--- config.mk ---
export PLATFORM = sky130hd
export DESIGN_NAME = color_channel_period_averager_flat
export DESIGN_NICKNAME = d
export VERILOG_FILES = /design/src/sv/ccpa_pkg.sv /design/src/sv/ccpa_if.sv /design/src/sv/color_channel_period_averager.sv /design/src/sv/ccpa_in_stage.sv /design/src/sv/ccpa_core.sv /design/src/sv/ccpa_out_stage.sv /design/src/flat_wrapper.sv
export SDC_FILE = /design/constraint.sdc
export NUM_CORES = 1
export LEC_CHECK = 0
export BUFFER_PORTS_ARGS = -buffer_cell sky130_fd_sc_hd__clkbuf_2
export CORE_MARGIN = 5
export CORE_UTILIZATION = 36
export DETAILED_ROUTE_END_ITERATION = 10
export GPL_TIMING_DRIVEN = 0
export PLACE_DENSITY = 0.53
export SYNTH_ARGS = -nofsm -noshare
export SYNTH_HDL_FRONTEND = slang
export SYNTH_SLANG_ARGS = --single-unit
--- constraint.sdc ---
create_clock -name i_clk -period 5.8 [get_ports i_clk]
set_input_delay 0 -clock i_clk [delete_from_list [all_inputs] [get_ports i_clk]]
set_output_delay 0 -clock i_clk [all_outputs]
set_load 0.005 [all_outputs]
--- src/sv/ccpa_pkg.sv ---
`default_nettype none
package ccpa_pkg;

    localparam int CAP_W  = 16;
    localparam int CNT_W  = 16;
    localparam int SUM_W  = 32;
    localparam int CH_W   = 2;
    localparam int MAX_CH = 4;

    localparam logic [CNT_W-1:0] AVG_COUNT_RESET = 16'd16;

    typedef logic [CAP_W-1:0] t_cap;
    typedef logic [CNT_W-1:0] t_cnt;
    typedef logic [SUM_W-1:0] t_sum;
    typedef logic [CH_W-1:0]  t_ch;

    typedef struct packed {
        t_ch  filter_select;
        logic result_updated;
        t_ch  updated_channel;
        t_cap red_period;
        t_cap green_period;
        t_cap blue_period;
        t_cap clear_period;
    } t_result;

endpackage
`default_nettype wire

--- src/sv/ccpa_if.sv ---
`default_nettype none
interface ccpa_cap_if;
    import ccpa_pkg::*;

    logic valid;
    logic ready;
    t_cap capture_value;

    modport source (output valid, output capture_value, input ready);
    modport sink   (input valid, input capture_value, output ready);
endinterface

interface ccpa_res_if;
    import ccpa_pkg::*;

    logic valid;
    logic ready;
    t_ch  filter_select;
    logic result_updated;
    t_ch  updated_channel;
    t_cap red_period;
    t_cap green_period;
    t_cap blue_period;
    t_cap clear_period;

    modport source (
        output valid, output filter_select, output result_updated,
        output updated_channel, output red_period, output green_period,
        output blue_period, output clear_period, input ready
    );
    modport sink (
        input valid, input filter_select, input result_updated,
        input updated_channel, input red_period, input green_period,
        input blue_period, input clear_period, output ready
    );
endinterface
`default_nettype wire

--- src/sv/color_channel_period_averager.sv ---
`default_nettype none
// Colour channel period averager: takes one 16-bit timer capture per transaction, adds the
// wrapped period since the previous capture to a running sum, and after average_count
// periods stores the sum shifted right by SUM_SHIFT (saturated at 65535) for the active
// channel, then steps to the next of NUM_CHANNELS channels. Each capture yields exactly one
// result carrying the filter select, the update flag and channel, and all four stored
// periods. One capture can be taken every clock cycle while results are taken; a stalled
// result register holds the input back. A capture is held in the input register until the core
// takes it and loads its result, the update being a single add, compare and store between the input register
// and the result register. average_count resets to 16 and is written through the
// configuration channel, which is always ready; write it only while no capture is in flight.
module color_channel_period_averager #(
    parameter int NUM_CHANNELS = 4,
    parameter int SUM_SHIFT    = 4
) (
    input  logic           i_clk,
    input  logic           i_rst_n,
    ccpa_cap_if.sink       i_cap,
    ccpa_res_if.source     o_res,
    input  logic           i_cfg_valid,
    output logic           o_cfg_ready,
    input  ccpa_pkg::t_cnt i_cfg_data
);
    import ccpa_pkg::*;

    logic    in_valid;
    t_cap    in_cap;
    logic    take;
    logic    out_free;
    t_result result;

    assign o_cfg_ready = 1'b1;

    ccpa_in_stage u_in_stage (
        .i_clk   (i_clk),
        .i_rst_n (i_rst_n),
        .i_cap   (i_cap),
        .i_take  (take),
        .o_valid (in_valid),
        .o_cap   (in_cap)
    );

    ccpa_core #(
        .NUM_CHANNELS (NUM_CHANNELS),
        .SUM_SHIFT    (SUM_SHIFT)
    ) u_core (
        .i_clk      (i_clk),
        .i_rst_n    (i_rst_n),
        .i_valid    (in_valid),
        .i_cap      (in_cap),
        .i_out_free (out_free),
        .i_cfg_we   (i_cfg_valid),
        .i_cfg_data (i_cfg_data),
        .o_take     (take),
        .o_result   (result)
    );

    ccpa_out_stage u_out_stage (
        .i_clk    (i_clk),
        .i_rst_n  (i_rst_n),
        .i_load   (take),
        .i_result (result),
        .o_free   (out_free),
        .o_res    (o_res)
    );
endmodule
`default_nettype wire

--- src/sv/ccpa_in_stage.sv ---
`default_nettype none
module ccpa_in_stage (
    input  logic          i_clk,
    input  logic          i_rst_n,
    ccpa_cap_if.sink      i_cap,
    input  logic          i_take,
    output logic          o_valid,
    output ccpa_pkg::t_cap o_cap
);
    import ccpa_pkg::*;

    logic r_valid;
    t_cap r_cap;
    logic ready;

    // register empties whenever the core takes its transaction
    assign ready       = !r_valid || i_take;
    assign i_cap.ready = ready;

    always_ff @(posedge i_clk) begin
        if (!i_rst_n) begin
            r_valid <= 1'b0;
        end else if (ready) begin
            r_valid <= i_cap.valid;
        end
    end

    always_ff @(posedge i_clk) begin
        if (ready && i_cap.valid) begin
            r_cap <= i_cap.capture_value;
        end
    end

    assign o_valid = r_valid;
    assign o_cap   = r_cap;
endmodule
`default_nettype wire

--- src/sv/ccpa_core.sv ---
`default_nettype none
module ccpa_core #(
    parameter int NUM_CHANNELS = 4,
    parameter int SUM_SHIFT    = 4
) (
    input  logic              i_clk,
    input  logic              i_rst_n,
    input  logic              i_valid,
    input  ccpa_pkg::t_cap    i_cap,
    input  logic              i_out_free,
    input  logic              i_cfg_we,
    input  ccpa_pkg::t_cnt    i_cfg_data,
    output logic              o_take,
    output ccpa_pkg::t_result o_result
);
    import ccpa_pkg::*;

    localparam t_ch CH_LAST = CH_W'(NUM_CHANNELS - 1);

    t_cnt r_avg_count;
    t_cap r_prev;
    t_cnt r_count;
    t_sum r_sum;
    t_ch  r_ch;
    t_cap r_periods [MAX_CH];

    t_cap n_prev;
    t_cnt n_count;
    t_sum n_sum;
    t_ch  n_ch;
    t_cap n_periods [MAX_CH];

    t_cap period;
    t_sum sum_add;
    t_cnt cnt_inc;
    t_sum shifted;
    t_cap avg;
    t_ch  ch_next;
    logic hit;
    logic take;

    assign take   = i_valid && i_out_free;
    assign o_take = take;

    always_comb begin
        period  = i_cap - r_prev;
        sum_add = r_sum + {{(SUM_W-CAP_W){1'b0}}, period};
        cnt_inc = r_count + 1'b1;
        hit     = (cnt_inc == r_avg_count);
        shifted = sum_add >> SUM_SHIFT;
        // saturate once anything above the low 16 bits survives the shift
        avg     = (|shifted[SUM_W-1:CAP_W]) ? '1 : shifted[CAP_W-1:0];
        ch_next = (r_ch == CH_LAST) ? '0 : t_ch'(r_ch + 1'b1);

        n_prev    = i_cap;
        n_count   = hit ? '0 : cnt_inc;
        n_sum     = hit ? '0 : sum_add;
        n_ch      = hit ? ch_next : r_ch;
        n_periods = r_periods;
        if (hit) begin
            n_periods[r_ch] = avg;
        end

        o_result.filter_select   = n_ch;
        o_result.result_updated  = hit;
        o_result.updated_channel = hit ? r_ch : '0;
        o_result.red_period      = n_periods[0];
        o_result.green_period    = n_periods[1];
        o_result.blue_period     = n_periods[2];
        o_result.clear_period    = n_periods[3];
    end

    always_ff @(posedge i_clk) begin
        if (!i_rst_n) begin
            r_avg_count <= AVG_COUNT_RESET;
        end else if (i_cfg_we) begin
            r_avg_count <= i_cfg_data;
        end
    end

    always_ff @(posedge i_clk) begin
        if (!i_rst_n) begin
            r_prev    <= '0;
            r_count   <= '0;
            r_sum     <= '0;
            r_ch      <= '0;
            r_periods <= '{default: '0};
        end else if (take) begin
            r_prev    <= n_prev;
            r_count   <= n_count;
            r_sum     <= n_sum;
            r_ch      <= n_ch;
            r_periods <= n_periods;
        end
    end
endmodule
`default_nettype wire

--- src/sv/ccpa_out_stage.sv ---
`default_nettype none
module ccpa_out_stage (
    input  logic              i_clk,
    input  logic              i_rst_n,
    input  logic              i_load,
    input  ccpa_pkg::t_result i_result,
    output logic              o_free,
    ccpa_res_if.source        o_res
);
    import ccpa_pkg::*;

    logic    r_valid;
    t_result r_result;
    logic    free;

    assign free   = !r_valid || o_res.ready;
    assign o_free = free;

    always_ff @(posedge i_clk) begin
        if (!i_rst_n) begin
            r_valid <= 1'b0;
        end else if (free) begin
            r_valid <= i_load;
        end
    end

    always_ff @(posedge i_clk) begin
        if (i_load) begin
            r_result <= i_result;
        end
    end

    assign o_res.valid           = r_valid;
    assign o_res.filter_select   = r_result.filter_select;
    assign o_res.result_updated  = r_result.result_updated;
    assign o_res.updated_channel = r_result.updated_channel;
    assign o_res.red_period      = r_result.red_period;
    assign o_res.green_period    = r_result.green_period;
    assign o_res.blue_period     = r_result.blue_period;
    assign o_res.clear_period    = r_result.clear_period;
endmodule
`default_nettype wire

--- src/flat_wrapper.sv ---
// flat-port wrapper written by rule: the top's interface ports become plain ports
module color_channel_period_averager_flat import ccpa_pkg::*;
#(
    parameter int NUM_CHANNELS = 4,
    parameter int SUM_SHIFT    = 4
)
  (i_clk, i_rst_n, i_cfg_valid, o_cfg_ready, i_cfg_data, i_cap_valid, i_cap_capture_value, i_cap_ready, o_res_valid, o_res_filter_select, o_res_result_updated, o_res_updated_channel, o_res_red_period, o_res_green_period, o_res_blue_period, o_res_clear_period, o_res_ready);
  ccpa_cap_if i_cap_i ();
  ccpa_res_if o_res_i ();
  input  logic i_clk;
  input  logic i_rst_n;
  input  logic i_cfg_valid;
  output logic o_cfg_ready;
  input  ccpa_pkg::t_cnt i_cfg_data;
  input wire logic [$bits(i_cap_i.valid)-1:0] i_cap_valid;
  input wire logic [$bits(i_cap_i.capture_value)-1:0] i_cap_capture_value;
  output wire logic [$bits(i_cap_i.ready)-1:0] i_cap_ready;
  output wire logic [$bits(o_res_i.valid)-1:0] o_res_valid;
  output wire logic [$bits(o_res_i.filter_select)-1:0] o_res_filter_select;
  output wire logic [$bits(o_res_i.result_updated)-1:0] o_res_result_updated;
  output wire logic [$bits(o_res_i.updated_channel)-1:0] o_res_updated_channel;
  output wire logic [$bits(o_res_i.red_period)-1:0] o_res_red_period;
  output wire logic [$bits(o_res_i.green_period)-1:0] o_res_green_period;
  output wire logic [$bits(o_res_i.blue_period)-1:0] o_res_blue_period;
  output wire logic [$bits(o_res_i.clear_period)-1:0] o_res_clear_period;
  input wire logic [$bits(o_res_i.ready)-1:0] o_res_ready;
  assign i_cap_i.valid = i_cap_valid;
  assign i_cap_i.capture_value = i_cap_capture_value;
  assign i_cap_ready = i_cap_i.ready;
  assign o_res_valid = o_res_i.valid;
  assign o_res_filter_select = o_res_i.filter_select;
  assign o_res_result_updated = o_res_i.result_updated;
  assign o_res_updated_channel = o_res_i.updated_channel;
  assign o_res_red_period = o_res_i.red_period;
  assign o_res_green_period = o_res_i.green_period;
  assign o_res_blue_period = o_res_i.blue_period;
  assign o_res_clear_period = o_res_i.clear_period;
  assign o_res_i.ready = o_res_ready;
  color_channel_period_averager #(.NUM_CHANNELS(NUM_CHANNELS), .SUM_SHIFT(SUM_SHIFT)) u_core (.i_clk(i_clk), .i_rst_n(i_rst_n), .i_cap(i_cap_i), .o_res(o_res_i), .i_cfg_valid(i_cfg_valid), .o_cfg_ready(o_cfg_ready), .i_cfg_data(i_cfg_data));
endmodule
==> metrics.yaml, run 1 <==
p_sw_w: 0.00123
clockBufferDepth: 3
min_period_ns: 5.36
largest_reg_flops: 64
ys_seq_area_share_pct: 46.4
fin_cells: 1922
fmax_ghz: 0.186
insertion_delay_ns: 0.56
fill_cells: 3235
grt_first_pass_wirelength_um: 54100
fp.dieW_um: 192
cp_max_fo: 10
async_reset_ff_share_pct: 0
tightest_slew_ns: 1.45
port_buffers: 105
dieArea_um2: 36800
dieHeight_um: 192
slew_headroom_pct: 2.46
cts_tree: "done"
clk_pin_slew_ns: 0.06
p_clk_share_pct: 41.4
crit_path_end_kind: "flip-flop"
ys_warn_count: 0
regMostFlops: "u_core.u_core.r_periods"
critPathTopFamily: "compound AO/OA/AOI/OAI gates"
dp.cells: 1830
syn2layout_area_growth_pct: 21.1
hold_viol: 0
grt_antenna_before_repair: 1
post_drt_wl_per_cell_um: 17.8
ys_types: 70
ir_worst_vdd_mv: 0.257
skew_ns: 0.0174
pwr-share-seq_pct: 42.1
holdCritPathClass: "in -> reg"
grt-ovfl-total: 0
vias: 10300
layout-drive-gt1-share_pct: 15.6
vias_per_cell: 5.37
grt_use_total_pct: 18.2
ys_top_cells_by_area: "dfxtp_1 25%, edfxtp_1 21%, a31oi_1 7.2%, o21ai_0 4.4%, ha_1 4.1%"
slew_viol_final: 0
slowest_stage: "a221oi_1"
synth_edf_count: 85
clock_sinks: 233
path_class: "reg -> reg"
numCtsBuffers: 27
drt_iter0_markers: 670
grt_max_degree: 70
gp_congestion: 0.893
swShare_pct: 29.2
setup_viol_count_final: 0
synth_seq_cells: 233
cellPowerDensity_nw_per_um2: 292
drt-pass1-iter-count: 5
worstPathArrival_ns: 5.60
rows: 66
avgSynthCellArea_um2: 9.28
clock-root-buffer: "clkbuf_16"
maxCapViolCount: 0
synth_fp_nets: 1360
synth_cells: 1282
reg.largest.list: "u_core.u_core.r_periods: 64 flops, u_core.u_core.r_sum: 32 flops"
synth_top_area_share_pct: 24.9
start_kind: "flip-flop"
core_um2: 32600
cellInternalPower_w: 0.00298
diodes: 0
ant_nets: 0
drc: 0
crit_chain: "ha_1 > nor2b_1 > o21a_1 > o21ai_1 > a21oi_1 > a311oi_1 > nor3_2 > and2_1 > o21ai_0 > a221oi_1 > ha_1 > nand2_1 > nor3_1 > a211o_1 > a41o_1 > a21o_1 > a311oi_1 > o211a_1 > and4_1 > buf_4 > buf_4 > a31oi_1"
pin_count: 109
grt_pass1_vias: 9724
totalWireLength_um: 34200
power_frac_comb_pct: 16.4
start_util_pct: 36.5
synth-main-ff-cell: "dfxtp_1"
htree_num_levels: 1
hpwlAfterDp_um: 24200
worstPathRequired_ns: 6.04
final_nets: 1537
rsz0062_at_grt: "no"
slowest_delay_ns: 0.43
critPathBufInv: 2
status: "completed"
synth_area_um2: 11900
period_share_pct: 92.5
synth_top_area_cell: "dfxtp_1"
p_leak_nw: 5.44
timing.hold.ws_ns: 0.159
[worst reg2reg max path, cell delays in order, from the launching register on]
cell and delay (ns):
edfxtp_1 0.41, ha_1 0.29, nor2b_1 0.13, o21a_1 0.15, o21ai_1 0.08, a21oi_1 0.28
a311oi_1 0.16, nor3_2 0.32, and2_1 0.19, o21ai_0 0.07, a221oi_1 0.43, ha_1 0.37
nand2_1 0.08, nor3_1 0.05, a211o_1 0.27, a41o_1 0.31, a21o_1 0.24, a311oi_1 0.28
o211a_1 0.18, and4_1 0.23, buf_4 0.19, buf_4 0.19, a31oi_1 0.15
[power groups by stage]
stage	logic [W]	clock network, W	registers [W]
5_1_grt	0.000748	0.00186	0.00178
2_1_floorplan	0.000401	0	0.00180
6_report	0.000692	0.00174	0.00177
3_5_place_dp	0.000658	0	0.00181
4_1_cts	0.000684	0.00180	0.00177
3_3_place_gp	0.000644	0	0.00181
[final timing paths]
check	from	end	slack, ns	cells after the start
setup reg to reg	u_core.u_in_stage.o_cap[1]$_DFFE_PP_	u_core.u_out_stage.o_res.clear_period[11]$_DFFE_PP_	0.44	22
setup / recovery	u_core.u_in_stage.o_cap[1]$_DFFE_PP_	u_core.u_out_stage.o_res.clear_period[11]$_DFFE_PP_	0.44	22
hold reg to reg	u_core.u_core.r_prev[12]$_SDFFE_PN0P_	u_core.u_core.r_prev[12]$_SDFFE_PN0P_	0.46	2
hold / removal	i_cap_capture_value[14]	u_core.u_in_stage.o_cap[14]$_DFFE_PP_	0.16	2
[per-stage QoR]
stage	util (%)	setup TNS (ns)	worst slack (ns)	power [W]	area [um^2]
2_1_floorplan	-	0	1.14	0.00220	11900
3_3_place_gp	39.8	-0.117	-0.0335	0.00245	13000
3_5_place_dp	39.9	-0.227	-0.0421	0.00247	13000
4_1_cts	44.0	0	0.138	0.00425	14400
5_1_grt	44.2	0	0.0262	0.00438	14400
6_report	44.2	0	0.436	0.00420	14400
[layout by cell type, fill, tap and decap left out, types with 29 or more instances in the layout]
cell type / n
a21oi_1: 46
clkbuf_1: 50
nor3_1: 33
a31oi_1: 136
dfxtp_1: 148
o21ai_0: 103
ha_1: 39
a21boi_0: 29
nand2_1: 78
dlygate4sd3_1: 42
xnor2_1: 32
nor2_1: 100
nor2b_1: 48
buf_2: 41
edfxtp_1: 85
clkbuf_2: 105
inv_1: 31
[cell usage after synthesis, drive strengths merged (4+ instances only)]
master	instances
o211ai	6
and4	6
a21oi	50
and3	17
mux2i	18
o21a	12
a21boi	38
nand4	16
xor2	20
xnor2	34
nor3b	4
o2111ai	5
a21o	5
inv	32
o21bai	4
nand2	78
buf	59
ha	39
a311oi	4
o31ai	6
nand2b	6
nor2b	48
or2	4
nor2	101
clkbuf	48
a211oi	7
o21ai	110
nor4	9
edfxtp	85
a31oi	137
or3	11
and2	22
nand3	23
nor3	35
dfxtp	148
[per-layer routing]
layer  part of all wire, %  up-vias  GRT usage [%]
li1                      -     5073              -
met1                    46     4905           25.7
met2                    46      285           29.7
met3                   5.5       55           2.25
met4                   2.6        0           4.89
met5                     0        -              0
[timing repair]
item | in CTS | in global routing
endpoints found under the setup margin | 10 | 125
setup buffers | 0 | 0
pin swaps | 0 | 1
gates resized for setup | 1 | 12
hold buffers | 42 | 0
cloned | 0 | 0
endpoints found under the hold margin | 62 | 0
[logic make-up after synthesis]
kind of cell | share of synthesized area (%)
AOI/OAI and AO/OA | 21.6
xor gates and xnor gates | 3.98
adders and majority gates | 4.44
buffers and inverters | 5.67
DFF | 46.4
muxes | 1.51
other | 0.0315
and+or+nand+nor | 16.4
[cell type report]
cell class / instances / area [um^2] / area share, %
Buffer: 107 / 558 / 3.87
Clock buffer: 31 / 701 / 4.86
Clock inverter: 19 / 213 / 1.48
Inverter: 32 / 120 / 0.834
Multi-Input combinational cell: 910 / 5770 / 40.1
Sequential cell: 233 / 5520 / 38.3
Tap cell: 442 / 553 / 3.84
Timing Repair Buffer: 148 / 973 / 6.76
Power figures use the tool's default switching activity.
==> run 2, diff against run 1 <==
--- a/config.mk
+++ b/config.mk
@@ -5,6 +5,7 @@
 export SDC_FILE = /design/constraint.sdc
 export NUM_CORES = 1
 export LEC_CHECK = 0
+export ABC_AREA = 1
 export BUFFER_PORTS_ARGS = -buffer_cell sky130_fd_sc_hd__clkbuf_2
 export CORE_MARGIN = 5
 export CORE_UTILIZATION = 36
==> run 2 against run 1 <==
Core utilization down 0.77 points; wire length up 0.87%; largest power group unchanged; critical path depth increased by 2; largest cell class unchanged; synthesized area rose by 4.6%; total power is 6.4% higher; clock power decreased by 3%; combinational power increased by 35%; design area is 3.5% higher.
==> metrics.yaml, run 2 <==
status: "completed"
synth_area_um2: 12400
drc: 0
final_nets: 1936
start_util_pct: 36.2
layout_common_cells: "454 x nand2_1, 273 x inv_1, 148 x dfxtp_1"
timing.rr.start: "u_core.u_in_stage.o_cap[2]$_DFFE_PP_"
core_um2: 34400
ir_worst_vdd_mv: 0.210
fp.dieW_um: 196
hold_viol: 0
diodes: 0
synth_cells: 1677
cellPowerDensity_nw_per_um2: 300
layout_commonest_cell: "nand2_1"
fin_cells: 2334
clockBufferDepth: 3
reg.largest.list: "u_core.u_core.r_periods: 64 flops, u_core.u_core.r_sum: 32 flops"
cp_max_fo: 10
slew_viol_final: 0
grt_use_met1_pct: 23.9
min_period_ns: 5.24
grt-busiest-layer: "met2"
ant_nets: 0
p_sw_w: 0.00138
fill_cells: 3560
grtUsageMet2_pct: 29.5
worstPathArrival_ns: 5.53
path_class: "reg -> reg"
utilization_pct: 43.4
grt_pass1_vias: 10500
holdCritPathClass: "in -> reg"
slew_headroom_pct: 33.6
insertion_delay_ns: 0.55
clock_sinks: 233
avgSynthCellArea_um2: 7.42
dp.cells: 2239
grt_first_pass_wirelength_um: 55300
regMostFlops: "u_core.u_core.r_periods"
synth_top_area_cell: "dfxtp_1"
rr_worst_depth: 24
drt_iter0_markers: 611
maxCapViolCount: 0
met3_usage_pct: 2.28
grt_antenna_before_repair: 0
hpwlAfterDp_um: 25800
gp_congestion: 0.946
grt_max_degree: 30
crit_path_end_kind: "flip-flop"
clk_pin_slew_ns: 0.06
synth_fp_nets: 1755
dieArea_um2: 38400
grt_use_total_pct: 17.6
cts_tree: "done"
swShare_pct: 30.9
r2r_setup_slack_ns: 0.56
synth_edf_count: 85
dieHeight_um: 196
r2r-end: "u_core.u_out_stage.o_res.red_period[3]$_DFFE_PP_"
rows: 68
ys_seq_area_share_pct: 44.3
numCtsBuffers: 27
rsz0062_at_grt: "no"
power.total_w: 0.00448
p_clk_share_pct: 37.8
grt-ovfl-total: 0
setup_viol_count_final: 0
ys_types: 42
synth-main-ff-cell: "dfxtp_1"
skew_ns: 0.0197
htree_num_levels: 1
largest_reg_flops: 64
ys_warn_count: 0
vias: 11100
period_share_pct: 90.3
start_kind: "flip-flop"
post-synth-top-count-cell: "nand2_1"
layout-drive-gt1-share_pct: 12.5
worstSetupStartpoint: "u_core.u_in_stage.o_cap[2]$_DFFE_PP_"
ys_top_cells_by_area: "dfxtp_1 24%, edfxtp_1 21%, nand2_1 14%, inv_1 8.2%, nand3_1 5.3%"
fmax_ghz: 0.191
power_frac_comb_pct: 20.9
synth_top_area_share_pct: 23.8
p_leak_nw: 6.92
tightest_slew_ns: 0.988
drt-pass1-iter-count: 5
totalWireLength_um: 34500
pin_count: 109
synth_seq_cells: 233
post_cts_buffers: 0
critPathCapture: "u_core.u_out_stage.o_res.red_period[3]$_DFFE_PP_"
post_drt_wl_per_cell_um: 14.8
syn2layout_area_growth_pct: 19.9
tns_ns: 0
port_buffers: 105
vias_per_cell: 4.74
async_reset_ff_share_pct: 0
synth_common_cells: "454 x nand2_1, 273 x inv_1, 148 x dfxtp_1"
cellInternalPower_w: 0.00309
clock-root-buffer: "clkbuf_16"
worstPathRequired_ns: 6.09
pwr-share-seq_pct: 41.3
run 2: cell count changes after synthesis, sizes merged, moves of 40 or more:
cell,change
nor2b,-48
buf,-40
a21oi,+108
a31oi,-131
inv,+246
nand3,+109
nand2,+377
run 2: final cells by class:
cell class	instances	area, um^2	area share [%]
multi-input cells	1103	5600	37.6
flip-flops and latches	233	5520	37.0
inverters	279	1050	7.02
repair buffers	152	1020	6.86
clock buffers	35	716	4.80
well taps	455	569	3.82
plain buffers	62	285	1.91
clock inverters	15	158	1.06
run 2: timing repair:
action	4_1_cts	5_1_grt
endpoints found under the setup margin	0	120
hold endpoints to repair	34	0
hold buffers	45	0
resized for setup	0	2
run 2: worst max-delay path, stage by stage (launching register included):
cell and delay [ns]:
edfxtp_1 0.39, ha_1 0.35, nand2_1 0.08, nand2_1 0.04, a31oi_1 0.30, o221ai_1 0.25, a21boi_1 0.26, o21ai_0 0.18
a21boi_0 0.27, xor2_1 0.34, ha_1 0.27, nand2_1 0.14, nor2_1 0.24, inv_1 0.08, nor3_1 0.29, nand3_1 0.16
nand3_1 0.11, nand2_1 0.09, nor2_1 0.11, nand3_1 0.13, nor2_4 0.30, buf_2 0.29, nand3_1 0.09, nand2_1 0.17
inv_1 0.06
run 2: per-stage QoR:
step / hold WS (ns) / area [um^2] / worst slack, ns
after CTS: 0.0381 / 14900 / 0.333
after global routing: 0.0978 / 14900 / 0.0750
after global placement: 0.177 / 13500 / 0.349
after floorplan: 0.0989 / 12400 / 1.67
after detailed placement: 0.179 / 13600 / 0.349
final: 0.0613 / 14900 / 0.562
run 2: worst min path at each step:
stage / from / end / slack, ns / cells past startpoint
after floorplan: i_cap_capture_value[0] / u_core.u_in_stage.o_cap[0]$_DFFE_PP_ / 0.1 / 0
after global placement: i_cap_capture_value[0] / u_core.u_in_stage.o_cap[0]$_DFFE_PP_ / 0.18 / 1
after detailed placement: i_cap_capture_value[0] / u_core.u_in_stage.o_cap[0]$_DFFE_PP_ / 0.18 / 1
after CTS: i_cfg_valid / u_core.u_core.r_avg_count[3]$_SDFFE_PN0P_ / 0.04 / 4
after global routing: i_cfg_valid / u_core.u_core.r_avg_count[3]$_SDFFE_PN0P_ / 0.1 / 4
final: i_cfg_valid / u_core.u_core.r_avg_count[3]$_SDFFE_PN0P_ / 0.06 / 4
run 2: cell families (layout without fill, tap and decap cells):
| family | Yosys count | count (layout) | share of synthesized area, % |
|---|---|---|---|
| DFF | 233 | 233 | 44.3 |
| xor gates and xnor gates | 37 | 37 | 2.72 |
| adders and majority gates | 41 | 41 | 4.24 |
| AOI/OAI and AO/OA | 280 | 280 | 12.5 |
| and+or+nand+nor | 744 | 744 | 25.5 |
| buffers and inverters | 341 | 543 | 10.7 |
| other | 1 | 1 | 0.0301 |
run 2: layer usage:
| layer | up-vias | wire (um) |
|---|---|---|
| li1 | 5716 | - |
| met1 | 5065 | 16000 |
| met2 | 227 | 15700 |
| met3 | 56 | 1820 |
| met4 | 0 | 1060 |
| met5 | - | 0 |
run 2: power by group through the flow:
| stage | clock [W] | combinational, W | sequential [W] |
|---|---|---|---|
| after detailed placement | 0 | 0.000917 | 0.00188 |
| after CTS | 0.00174 | 0.000945 | 0.00185 |
| final | 0.00169 | 0.000936 | 0.00185 |
| after global routing | 0.00180 | 0.00104 | 0.00186 |
| after floorplan | 0 | 0.000571 | 0.00188 |
| after global placement | 0 | 0.000903 | 0.00188 |
==> run 3, diff against run 2 <==
--- a/config.mk
+++ b/config.mk
@@ -5,13 +5,12 @@
 export SDC_FILE = /design/constraint.sdc
 export NUM_CORES = 1
 export LEC_CHECK = 0
-export ABC_AREA = 1
 export BUFFER_PORTS_ARGS = -buffer_cell sky130_fd_sc_hd__clkbuf_2
 export CORE_MARGIN = 5
 export CORE_UTILIZATION = 36
 export DETAILED_ROUTE_END_ITERATION = 10
 export GPL_TIMING_DRIVEN = 0
-export PLACE_DENSITY = 0.53
+export PLACE_DENSITY = 0.55
 export SYNTH_ARGS = -nofsm -noshare
 export SYNTH_HDL_FRONTEND = slang
 export SYNTH_SLANG_ARGS = --single-unit
==> constraint.sdc (replaced) <==
create_clock -name i_clk -period 4.7 [get_ports i_clk]
set_input_delay 0 -clock i_clk [delete_from_list [all_inputs] [get_ports i_clk]]
set_output_delay 0 -clock i_clk [all_outputs]
set_load 0.005 [all_outputs]
==> run 3 against run 2 <==
The flow now finishes with violations (max-capacitance violations, max-slew violations, negative setup slack); core utilization increased by 5.8 points; sequential share of layout area decreased by 2.6 points; sequential power increased by 18%; wire length increased by 4.2%; count of clock-buffer cells in the layout decreased by 7; combinational power increased by 12%; total power increased by 25%; critical path type unchanged; critical endpoint is now u_core.u_out_stage.o_res.blue_period[6]$_DFFE_PP_.
==> metrics.yaml, run 3 (synthesized netlist as in run 1, its figures left out) <==
status: "finished with violations"
failed_checks: "max-capacitance violations, max-slew violations, negative setup slack"
r2r_setup_slack_ns: -0.30
p_sw_w: 0.00161
numCtsBuffers: 27
hpwlAfterDp_um: 24300
cellInternalPower_w: 0.00398
largest_reg_flops: 64
timing.hold.ws_ns: 0.171
swShare_pct: 28.8
grt_max_degree: 70
grt_pass1_vias: 10100
slew_viol_final: 10
clk_pin_slew_ns: 0.06
post_drt_wl_per_cell_um: 18.3
diodes: 0
fp.dieW_um: 192
ir_worst_vdd_mv: 0.252
start_kind: "flip-flop"
vias: 10600
port_buffers: 105
regMostFlops: "u_core.u_core.r_periods"
crit_path_end_kind: "flip-flop"
htree_num_levels: 1
setup_viol_count_final: 129
dieHeight_um: 192
insertion_delay_ns: 0.54
drt-pass1-iter-count: 5
clock_sinks: 233
tightest_slew_ns: 1.52
power_frac_comb_pct: 18.8
start_util_pct: 36.5
ant_nets: 0
layout-drive-gt1-share_pct: 23.8
setup_slack_ns: -0.305
pre_cts_ws_ns: -1.16
period_share_pct: 106
maxCapViolCount: 2
drc: 0
grt_antenna_before_repair: 0
holdCritPathClass: "in -> reg"
p_clk_share_pct: 42.1
layout_common_cells: "147 x dfxtp_1, 105 x clkbuf_2, 101 x o21ai_0"
grt_use_total_pct: 18.6
final_nets: 1576
p_leak_nw: 5.89
drt_iter0_markers: 720
worstPathArrival_ns: 5.23
clockBufferDepth: 3
dieArea_um2: 36800
pwr-share-seq_pct: 39.0
slew_headroom_pct: -1.51
cp_max_fo: 7
cellPowerDensity_nw_per_um2: 349
reg.largest.list: "u_core.u_core.r_periods: 64 flops, u_core.u_core.r_sum: 32 flops"
vias_per_cell: 5.43
grt_first_pass_wirelength_um: 55600
hold_viol: 0
whs_path_depth: 2
cts_tree: "done"
core_um2: 32600
fmax_ghz: 0.200
rows: 66
utilization_pct: 49.2
worstPathRequired_ns: 4.93
skew_ns: 0.0132
totalWireLength_um: 36000
grt-ovfl-total: 0
rsz0062_at_grt: "yes"
min_period_ns: 5.00
clock-root-buffer: "clkbuf_16"
rr_worst_depth: 22
gp_congestion: 0.902
pin_count: 109
path_class: "reg -> reg"
syn2layout_area_growth_pct: 34.8
layout_commonest_cell: "dfxtp_1"
==> run 3: cell types whose count changed in the layout (fill, tap and decap cells not counted), moves of 21 or more <==
cell	before	now
nand2_1	454	78
inv_1	273	30
nand3_1	131	21
a21oi_1	125	43
a31oi_1	6	84
a31oi_4	0	47
nor2b_1	0	46
a21oi_2	33	5
a21boi_0	1	28
buf_2	14	40
nor3_1	6	32
buf_4	1	22
==> run 3: layer usage <==
layer	global-route usage (%)	up-vias	share of wire (%)
li1	-	5144	-
met1	26.4	5151	46
met2	30.0	292	47
met3	2.34	60	5.0
met4	4.89	0	2.5
met5	0	-	0
==> run 3: final timing paths <==
| check | startpoint | end |
|---|---|---|
| setup reg to reg | u_core.u_in_stage.o_cap[1]$_DFFE_PP_ | u_core.u_out_stage.o_res.blue_period[6]$_DFFE_PP_ |
| hold reg to reg | u_core.u_core.r_prev[2]$_SDFFE_PN0P_ | u_core.u_core.r_prev[2]$_SDFFE_PN0P_ |
| setup / recovery | u_core.u_in_stage.o_cap[1]$_DFFE_PP_ | u_core.u_out_stage.o_res.blue_period[6]$_DFFE_PP_ |
| hold / removal | i_cap_capture_value[0] | u_core.u_in_stage.o_cap[0]$_DFFE_PP_ |
==> run 3: final cells by class <==
type	instances	area (um^2)
fillers	3054	16600
multi-input cells	910	6760
flip-flops and latches	233	5520
repair buffers	190	1510
clock buffers	28	679
plain buffers	104	584
well taps	442	553
clock inverters	22	322
inverters	32	120
==> run 3: worst max-delay path: stages (launching register included) <==
cell,delay [ns]
edfxtp_1,0.38
ha_1,0.31
nor2b_4,0.13
o21a_1,0.15
o21ai_2,0.08
a21oi_2,0.22
a311oi_2,0.13
nor3_2,0.30
and2_1,0.19
o21ai_0,0.10
a221oi_2,0.32
ha_1,0.34
nand2_1,0.08
nor3_1,0.05
a211o_1,0.28
a41o_4,0.30
a21o_1,0.22
a311oi_2,0.21
o211a_1,0.19
and4_4,0.28
buf_12,0.17
clkbuf_16,0.17
a31oi_1,0.08
==> run 3: what timing repair did <==
item                       4_1_cts  5_1_grt
gates resized for setup         85       96
setup endpoints to repair      136      133
setup buffers                   18       17
hold endpoints to repair        62        0
hold buffers                    42        0
gates cloned                     3        6
pin swaps                       27       30
==> run 3: per-stage QoR <==
stage	instances	power (W)	TNS [ns]	instance area, um^2
after floorplan	1282	0.00272	0	11900
after global placement	1829	0.00302	-165.23	13000
after detailed placement	1830	0.00303	-131.22	13000
after CTS	1943	0.00550	-35.58	15000
after global routing	1961	0.00582	-60.99	16000
final	1961	0.00560	-28.89	16000
==> run 3: power groups by stage <==
stage | clock network [W] | registers (W) | logic (W)
finish | 0.00236 | 0.00219 | 0.00105
global route | 0.00250 | 0.00219 | 0.00112
CTS | 0.00241 | 0.00219 | 0.000899
detailed placement | 0 | 0.00223 | 0.000803
global placement | 0 | 0.00223 | 0.000791
floorplan | 0 | 0.00223 | 0.000495
